==> src/hdl/bba_pkg.sv <==
// shared types and constants of the block bitmap allocator
package bba_pkg;

  localparam int BLK_W   = 8;
  localparam int CMD_W   = 2;
  localparam int TALLY_W = 9;

  localparam logic [CMD_W-1:0] CMD_ALLOC   = 2'd0;
  localparam logic [CMD_W-1:0] CMD_MARK    = 2'd1;
  localparam logic [CMD_W-1:0] CMD_RELEASE = 2'd2;

  typedef struct packed {
    logic latch;
    logic apply;
  } bba_ctl_t;

endpackage

==> src/hdl/block_bitmap_allocator.sv <==
// top level of the first-fit block bitmap allocator
//
//  channel  direction  tdata                                  tuser
//  s_*      in         [7:0] block_number                     [1:0] cmd
//  m_*      out        [7:0] granted_block, [16:8] free_total [0] ok
//
// each transaction runs in two steps: the first registers the command and the
// word-summary search, the second searches the chosen word and updates the map
// the result register lets the next transaction in while a result waits
// a stalled result holds the update step until the output is taken
// reset is synchronous and marks every block below BLOCK_COUNT free at once
module block_bitmap_allocator #(
  parameter int BLOCK_COUNT = 256
) (
  input  logic        clk,
  input  logic        rst,
  input  logic        s_tvalid,
  output logic        s_tready,
  input  logic [7:0]  s_tdata,   // [7:0] block_number
  input  logic [1:0]  s_tuser,   // [1:0] cmd
  output logic        m_tvalid,
  input  logic        m_tready,
  output logic [23:0] m_tdata,   // [7:0] granted_block, [16:8] free_total
  output logic        m_tuser    // [0] ok
);
  import bba_pkg::*;

  bba_ctl_t           ctl;
  logic [BLK_W-1:0]   granted_block;
  logic [TALLY_W-1:0] free_total;

  bba_ctrl u_ctrl (
    .clk      (clk),
    .rst      (rst),
    .s_tvalid (s_tvalid),
    .s_tready (s_tready),
    .m_tvalid (m_tvalid),
    .m_tready (m_tready),
    .ctl      (ctl)
  );

  bba_datapath #(
    .BLOCK_COUNT (BLOCK_COUNT)
  ) u_datapath (
    .clk           (clk),
    .rst           (rst),
    .ctl           (ctl),
    .in_cmd        (s_tuser),
    .in_blk        (s_tdata),
    .granted_block (granted_block),
    .ok            (m_tuser),
    .free_total    (free_total)
  );

  assign m_tdata = {7'd0, free_total, granted_block};

  a_tally_bound: assert property (@(posedge clk) disable iff (rst)
    m_tvalid |-> (m_tdata[16:8] <= TALLY_W'(BLOCK_COUNT)))
    else $error("free total above block count");

  a_one_at_a_time: assert property (@(posedge clk) disable iff (rst)
    (s_tvalid && s_tready) |=> (!s_tready))
    else $error("second transaction taken during update");

  a_result_follows: assert property (@(posedge clk) disable iff (rst)
    (s_tvalid && s_tready && !m_tvalid) |=> ##1 m_tvalid)
    else $error("result missing after transaction");

endmodule

==> src/hdl/bba_ctrl.sv <==
// controller state machine of the block bitmap allocator
module bba_ctrl (
  input  logic              clk,
  input  logic              rst,
  input  logic              s_tvalid,
  output logic              s_tready,
  output logic              m_tvalid,
  input  logic              m_tready,
  output bba_pkg::bba_ctl_t ctl
);
  import bba_pkg::*;

  localparam logic S_IDLE  = 1'b0;
  localparam logic S_APPLY = 1'b1;

  logic state;
  logic state_next;
  logic m_tvalid_next;
  logic out_free;

  assign out_free = !m_tvalid || m_tready;
  assign s_tready = (state == S_IDLE);

  always_comb begin
    state_next    = state;
    m_tvalid_next = m_tvalid && !m_tready;
    ctl.latch     = 1'b0;
    ctl.apply     = 1'b0;
    unique case (state)
      S_IDLE: begin
        if (s_tvalid) begin
          ctl.latch  = 1'b1;
          state_next = S_APPLY;
        end
      end
      S_APPLY: begin
        if (out_free) begin
          ctl.apply     = 1'b1;
          m_tvalid_next = 1'b1;
          state_next    = S_IDLE;
        end
      end
      default: begin
        state_next = S_IDLE;
      end
    endcase
  end

  always_ff @(posedge clk) begin
    if (rst) begin
      state    <= S_IDLE;
      m_tvalid <= 1'b0;
    end else begin
      state    <= state_next;
      m_tvalid <= m_tvalid_next;
    end
  end

endmodule

==> src/hdl/bba_datapath.sv <==
// free map, tally, two-level first-free search and result register
module bba_datapath #(
  parameter int BLOCK_COUNT = 256
) (
  input  logic                        clk,
  input  logic                        rst,
  input  bba_pkg::bba_ctl_t           ctl,
  input  logic [bba_pkg::CMD_W-1:0]   in_cmd,
  input  logic [bba_pkg::BLK_W-1:0]   in_blk,
  output logic [bba_pkg::BLK_W-1:0]   granted_block,
  output logic                        ok,
  output logic [bba_pkg::TALLY_W-1:0] free_total
);
  import bba_pkg::*;

  localparam int WORDS = (BLOCK_COUNT + 7) / 8;
  localparam int W_W   = (WORDS > 1) ? $clog2(WORDS) : 1;
  localparam logic [TALLY_W-1:0] BC = TALLY_W'(BLOCK_COUNT);

  logic [7:0]         words [WORDS];
  logic [TALLY_W-1:0] tally;
  logic [CMD_W-1:0]   cmd_q;
  logic [BLK_W-1:0]   blk_q;
  logic [W_W-1:0]     word_q;
  logic               found_q;

  logic [W_W-1:0]     enc_word;
  logic               any_free;
  logic [7:0]         sel_word;
  logic [2:0]         enc_bit;
  logic               is_alloc;
  logic               named_ok;
  logic [W_W-1:0]     tgt_word;
  logic [2:0]         tgt_bit;
  logic               cur;
  logic               do_used;
  logic               do_free;
  logic [BLK_W-1:0]   alloc_blk;

  // summary search over words, lowest index wins
  always_comb begin
    enc_word = '0;
    any_free = 1'b0;
    for (int w = WORDS - 1; w >= 0; w--) begin
      if (|words[w]) begin
        enc_word = W_W'(w);
        any_free = 1'b1;
      end
    end
  end

  assign sel_word = words[word_q];

  always_comb begin
    enc_bit = 3'd0;
    for (int b = 7; b >= 0; b--) begin
      if (sel_word[b]) begin
        enc_bit = 3'(b);
      end
    end
  end

  assign is_alloc  = (cmd_q == CMD_ALLOC);
  assign named_ok  = ((cmd_q == CMD_MARK) || (cmd_q == CMD_RELEASE)) &&
                     ({1'b0, blk_q} < BC);
  assign tgt_word  = is_alloc ? word_q  : blk_q[3 +: W_W];
  assign tgt_bit   = is_alloc ? enc_bit : blk_q[2:0];
  assign cur       = words[tgt_word][tgt_bit];
  assign do_used   = (is_alloc && found_q) || (cmd_q == CMD_MARK && named_ok && cur);
  assign do_free   = (cmd_q == CMD_RELEASE) && named_ok && !cur;
  assign alloc_blk = BLK_W'({word_q, enc_bit});

  always_ff @(posedge clk) begin
    if (rst) begin
      for (int w = 0; w < WORDS; w++) begin
        for (int b = 0; b < 8; b++) begin
          words[w][b] <= ((w * 8 + b) < BLOCK_COUNT);
        end
      end
      tally <= BC;
    end else if (ctl.apply) begin
      if (do_used) begin
        words[tgt_word][tgt_bit] <= 1'b0;
        tally <= tally - TALLY_W'(1);
      end else if (do_free) begin
        words[tgt_word][tgt_bit] <= 1'b1;
        tally <= tally + TALLY_W'(1);
      end
    end
  end

  always_ff @(posedge clk) begin
    if (ctl.latch) begin
      cmd_q   <= in_cmd;
      blk_q   <= in_blk;
      word_q  <= enc_word;
      found_q <= any_free;
    end
  end

  always_ff @(posedge clk) begin
    if (ctl.apply) begin
      if (is_alloc) begin
        granted_block <= found_q ? alloc_blk : '0;
        ok            <= found_q;
      end else begin
        granted_block <= blk_q;
        ok            <= named_ok;
      end
      if (do_used) begin
        free_total <= tally - TALLY_W'(1);
      end else if (do_free) begin
        free_total <= tally + TALLY_W'(1);
      end else begin
        free_total <= tally;
      end
    end
  end

endmodule
==> config.mk <==
export PLATFORM = sky130hd
export DESIGN_NAME = block_bitmap_allocator
export DESIGN_NICKNAME = d
export VERILOG_FILES = /design/src/hdl/bba_pkg.sv /design/src/hdl/block_bitmap_allocator.sv /design/src/hdl/bba_ctrl.sv /design/src/hdl/bba_datapath.sv
export SDC_FILE = /design/constraint.sdc
export NUM_CORES = 1
export LEC_CHECK = 0
export BUFFER_PORTS_ARGS = -buffer_cell sky130_fd_sc_hd__clkbuf_2
export CAP_MARGIN = 0
export CORE_MARGIN = 2
export CORE_UTILIZATION = 60
export DETAILED_ROUTE_END_ITERATION = 12
export PLACE_DENSITY_LB_ADDON = 0.08
export SLEW_MARGIN = 10
export SYNTH_ARGS = -nofsm -noshare
export SYNTH_HDL_FRONTEND = slang
export SYNTH_HIERARCHICAL = 1
export SYNTH_SLANG_ARGS = --single-unit
==> constraint.sdc <==
create_clock -name clk -period 6 [get_ports clk]
set_input_delay 0 -clock clk [delete_from_list [all_inputs] [get_ports clk]]
set_output_delay 0 -clock clk [all_outputs]
set_load 0.01 [all_outputs]
# After elaboration in Yosys (flattened, before gate mapping)

Memories as Yosys holds them, arrays and structs flattened.
Cells that the tools add are included.

Register bits after elaboration: 45
Memory bits (writable): 256
Bits of input ports: 14
Output and inout port bits: 27
Word-level logic and storage cells: 163
Memories kept: 1

Memory list:

| memory           | words | width | rd ports | clocked after Yosys merged registers in | write ports | line               | RTL |
|---|---|---|---|---|---|---|---|
| u_datapath.words | 32    | 8     | 34       | 0                                       | 32          | bba_datapath.sv:20 | `logic [7:0] words [WORDS];` |

$add $sub $neg: 2
$lt $le $gt $ge: 2
Eq/ne operators: 2
Mux-type cells: 81
Bitwise gates (word level): 9
Reductions and logical operators: 52

Operators with widths:

| kind                                                 | count |
|---|---|
| OR reduction 8 bit                                   | 33 |
| OR reduction 248 bit                                 | 1 |
| OR reduction 128 bit                                 | 1 |
| two-way mux 5 bit                                    | 18 |
| OR reduction 64 bit                                  | 1 |
| two-way mux 8 bit                                    | 6 |
| two-way mux 3 bit                                    | 13 |
| two-way mux 4 bit                                    | 8 |
| OR reduction 32 bit                                  | 1 |
| two-way mux 1 bit                                    | 29 |
| two-way mux 9 bit                                    | 2 |
| OR reduction 16 bit                                  | 1 |
| adder 9 x 1 -> 9 bit (second input constant)         | 1 |
| subtractor 9 x 1 -> 9 bit (second input constant)    | 1 |
| bitwise OR 1 bit                                     | 8 |
| logical AND 1 bit                                    | 7 |
| < comparator 3 x 4 -> 1 bit (second input constant)  | 1 |
| two-way mux 2 bit                                    | 2 |
| binary-select mux 1 bit (select 3 bit)               | 1 |
| demux 1 bit (select 3 bit)                           | 1 |
| >= comparator 3 x 1 -> 1 bit (second input constant) | 1 |
| logical NOT 1 bit                                    | 3 |
| logical OR 1 bit                                     | 3 |
| equality test 2 x 1 -> 1 bit (second input constant) | 1 |
| 4 further kinds                                      | 4 |

# Depth between registers and ports, before layout

An unclocked memory read counts as a cell.

Depth in word-level cells: 33
Gate-level depth with buffers: 21
Gate-level depth less buffers: 14

# Hierarchy

The synthesis kept the hierarchy.

Modules (own cells, without submodules):

| module                 | instances | cells each | area each (um^2) | sequential area each (um^2) |
|---|---|---|---|---|
| bba_datapath           | 1         | 1801       | 19009.5          | 8878.5 |
| bba_ctrl               | 1         | 9          | 87.6             | 40.0 |
| block_bitmap_allocator | 1         | 8          | 56.3             | 0.0 |

# Worst setup path before layout

Ideal clock, no wire load.

Path kind: register to register
Start: register u_datapath.cmd_q[0]
End: memory u_datapath.words[0][3] (enable)
Library setup time: 0.291 ns
Data arrival time: 4.451 ns
Data required time: 5.709 ns
Slack: 1.259 ns
Stages on the path, launching flop included: 17
Path buffers: 5
Period minus slack after synthesis: 4.741 ns
Cells stage by stage: edfxtp_1 inv_1 ha_1 clkbuf_1 mux2i_2 buf_2 buf_4 mux4_2 a221oi_1 o2111ai_1 and3_1 nor3_4 nor2_1 buf_2 a211oi_4 buf_4 a21o_1

RTL lines:

| item                     | line               | RTL |
|---|---|---|
| start: declaration       | bba_datapath.sv:22 | `logic [CMD_W-1:0] cmd_q;` |
| start signal: assignment | bba_datapath.sv:94 | `cmd_q <= in_cmd;` |
| end: declaration         | bba_datapath.sv:20 |  |

==> metrics <==
worst hold slack about 0.038 ns; Power Density between 200 and 250 mW/mm^2; post-synthesis cell count roughly 1800; Routed WL 74100 um; antenna viol nets, final 0; Fmax achieved around 0.17 GHz; Reg clk slew, reported paths ~0.060 ns; fraction of registers with async set/reset 0%; CP most frequent cell mux4_2; clock sink total roughly 300; status finished clean; post-synthesis cell area about 0.019 sq mm; die height around 180 um; sequential element share of the synthesized area between 40% and 50%; synth unique cells 77; crit-path max FO 32; pin count of the biggest net entering global routing 100; number of diodes 0; GRT overflow 0; clk root buf clkbuf_16; Max H-tree Level 2; die area around 0.033 sq mm; most common flop cell mapped by yosys edfxtp_1; register area 0.00892 sq mm; Tcrit/Tclk final 95.3%; Total GRT Usage 45.0%; Core Footprint 0.0315 sq mm; # rows 65; leak pwr slightly above 6 nW; Hold Path Class in2reg; Crit path required time between 6 and 7 ns; max-cap viol count 0; Iteration-0 DRC Markers slightly above 3000; EDFF count, synth a little under 300; # setup viols final 0; IO buf count 33; share of layout cells above drive strength 1 16.4%; crit path max-delay cell type or2_2; Die W about 180 um; Crit path arrival time between 5 and 6 ns; critical path endpoint category flip-flop; clock buffer depth 3; #FFs+latches synth approximately 300; vias about 17000; initial antenna violation count 0; via density per instance between 7 and 8; vias in the first global route between 15000 and 20000; clock skew around 0.016 ns; Clk Latency, worst-skew pair 0.55 ns; Slew HR just over 20%; VDD IR max about 0.00027 V; Inserted Clock Buffers 34; RD Place Congestion around 1.1; CTS tree yes; post-CTS setup buffer count 0; TNS Setup 0 ns; top-level I/O count 41; slew at the pin closest to its max-slew limit approximately 1.2 ns; Power, Total between 4 and 5 mW; worst setup path class reg2reg; area taken by multi-input logic gates 0.00943 sq mm; Ys Warns 6; final hold vios 0; average cell area after synthesis between 10 and 15 sq um; fillers 2402; Initial Util between 60% and 70%; DRC errors left 0; Nets between 1500 and 2000; post-route minimum period roughly 5.7 ns; first-pass GRT wire length ~110000 um; Slew Viols, Final 0; CP peak stage delay between 0.9 and 1 ns; CP Cell Sequence buf_12, mux4_2, mux4_2, mux2_2, nor2b_1, nor4_1, nor2_1, o21ai_1, buf_4, a211o_1, and3_1, o31ai_4, or2_2, o21ai_0; area grow syn2layout 8.92%; Post-DP HPWL ~53000 um; DR pass1 iterations 6; wire per inst 33.7 um; RSZ-0062 raised after global routing no; Worst setup SP type flip-flop
[cells in the mapped netlist, types with 4 or more instances]
cell	n	share of area, %
xor2_1	6	0.27
ha_1	5	0.33
nand3_1	19	0.50
nand2_1	374	7.3
o21ai_0	154	4.0
a211o_1	4	0.18
a21o_1	96	3.8
nor3_1	8	0.21
or3_1	6	0.20
nor4_1	56	1.8
o21ai_1	6	0.16
o21a_1	4	0.16
nor2b_1	19	0.62
or4_1	21	0.82
o2111ai_1	4	0.18
and3_1	5	0.16
o32ai_1	5	0.23
edfxtp_1	289	45
inv_1	17	0.33
o22ai_1	10	0.33
dfxtp_1	12	1.3
clkbuf_1	107	2.1
buf_2	44	1.1
buf_4	22	0.86
buf_1	15	0.29
o31ai_1	39	1.5
a21oi_1	31	0.81
o221ai_1	4	0.18
mux2_2	14	0.82
nand2b_1	10	0.33
mux2i_1	68	3.6
a211oi_1	6	0.24
or2_2	9	0.29
and2_1	35	1.1
nor2_1	86	1.7
nand4_1	6	0.20
a22oi_1	39	1.5
mux4_2	104	12
[sequential cells by signal, summed over array words and instances, names as in the netlist, 2 cells and up]
name	count
u_datapath/free_total	9
u_datapath/blk_q	8
u_datapath/words	256
u_datapath/cmd_q	2
u_datapath/tally	9
u_datapath/granted_block	8
u_datapath/word_q	5
[final cells by class]
cell class                 instances  share of cell area [%]
multi-input combinational       1315                    45.2
sequential                       301                    42.8
timing repair buffer             108                    4.38
clock buffer                      41                    4.31
tap                              402                    2.41
clock inverter                    15                   0.624
inverter                          18                   0.336
[what timing repair did]
action,4_1_cts,5_1_grt
setup endpoints to repair,0,0
gates resized for setup,0,0
endpoints found under the hold margin,12,0
hold buffers,13,0
[power by group]
| part | internal (mW) | switching [mW] | total, mW |
|---|---|---|---|
| logic | 0.207 | 0.416 | 0.624 |
| clock network | 1.15 | 0.836 | 1.99 |
| registers | 2.32 | 0.0282 | 2.35 |
[logic make-up after synthesis]
family	count (synthesis)	synth area share [%]
compound gates	440	15.2
xor+xnor	8	0.366
fa+ha+maj	5	0.327
buf+inv	208	4.87
flops	301	46.6
mux	187	16.7
other cells	1	0.0196
simple gates	668	16.0
[critical path, delay by kind of cell (launching register included)]
family,cells,cell delay (ns)
and+or+nand+nor,5,1.92
AOI/OAI and AO/OA,4,0.90
muxes,3,1.41
buffers and inverters,2,0.47
DFF,1,0.65
[placed cells by master, fill, tap and decap left out, types with 7 or more instances in the layout]
cell           count
a21o_1            96
a21oi_1           27
a22oi_1           39
and2_1            35
buf_12            12
buf_4             51
clkbuf_16         35
clkbuf_2          32
conb_1             7
dfxtp_1           12
dlygate4sd3_1     13
edfxtp_1         289
inv_1             17
mux2_2            14
mux2i_1           68
mux4_2           104
nand2_1          374
nand2b_1          10
nand3_1           19
nor2_1            83
nor2b_1           18
nor3_1             7
nor4_1            56
o21ai_0          154
o22ai_1           10
o31ai_1           39
or2_2              9
or4_1             21
[final timing paths]
path / start / end / slack, ns / cells past startpoint
max reg2reg: u_datapath/word_q[1]$_SDFFCE_PP0P_ / u_datapath/words[17][6]$_SDFFCE_PN1P_ / 0.28 / 14
min: rst / u_ctrl/state$_SDFF_PP0_ / 0.04 / 2
max: u_datapath/word_q[1]$_SDFFCE_PP0P_ / u_datapath/words[17][6]$_SDFFCE_PN1P_ / 0.28 / 14
min reg2reg: u_datapath/tally[8]$_SDFFE_PP1P_ / u_datapath/tally[8]$_SDFFE_PP1P_ / 0.54 / 2
[stage by stage]
stage / instances / util [%] / worst slack, ns / cell area [sq um]
CTS: 2200 / 66.3 / 0.585 / 20900
global placement: 2131 / 62.6 / 0.628 / 19700
finish: 2200 / 66.3 / 0.285 / 20900
detailed placement: 2131 / 62.6 / 0.608 / 19700
global route: 2200 / 66.3 / 0.190 / 20900
floorplan: 1824 / - / 1.26 / 19200
[layer usage]
metal  wire, um  track usage, %  up-vias
met3      11900            14.3      306
met5          0               0        -
li1           -               -     6757
met4       4160            21.5        0
met1      25600            59.5     8126
met2      32300            67.9     1617
Note: power is estimated with default switching activity, not from simulation.
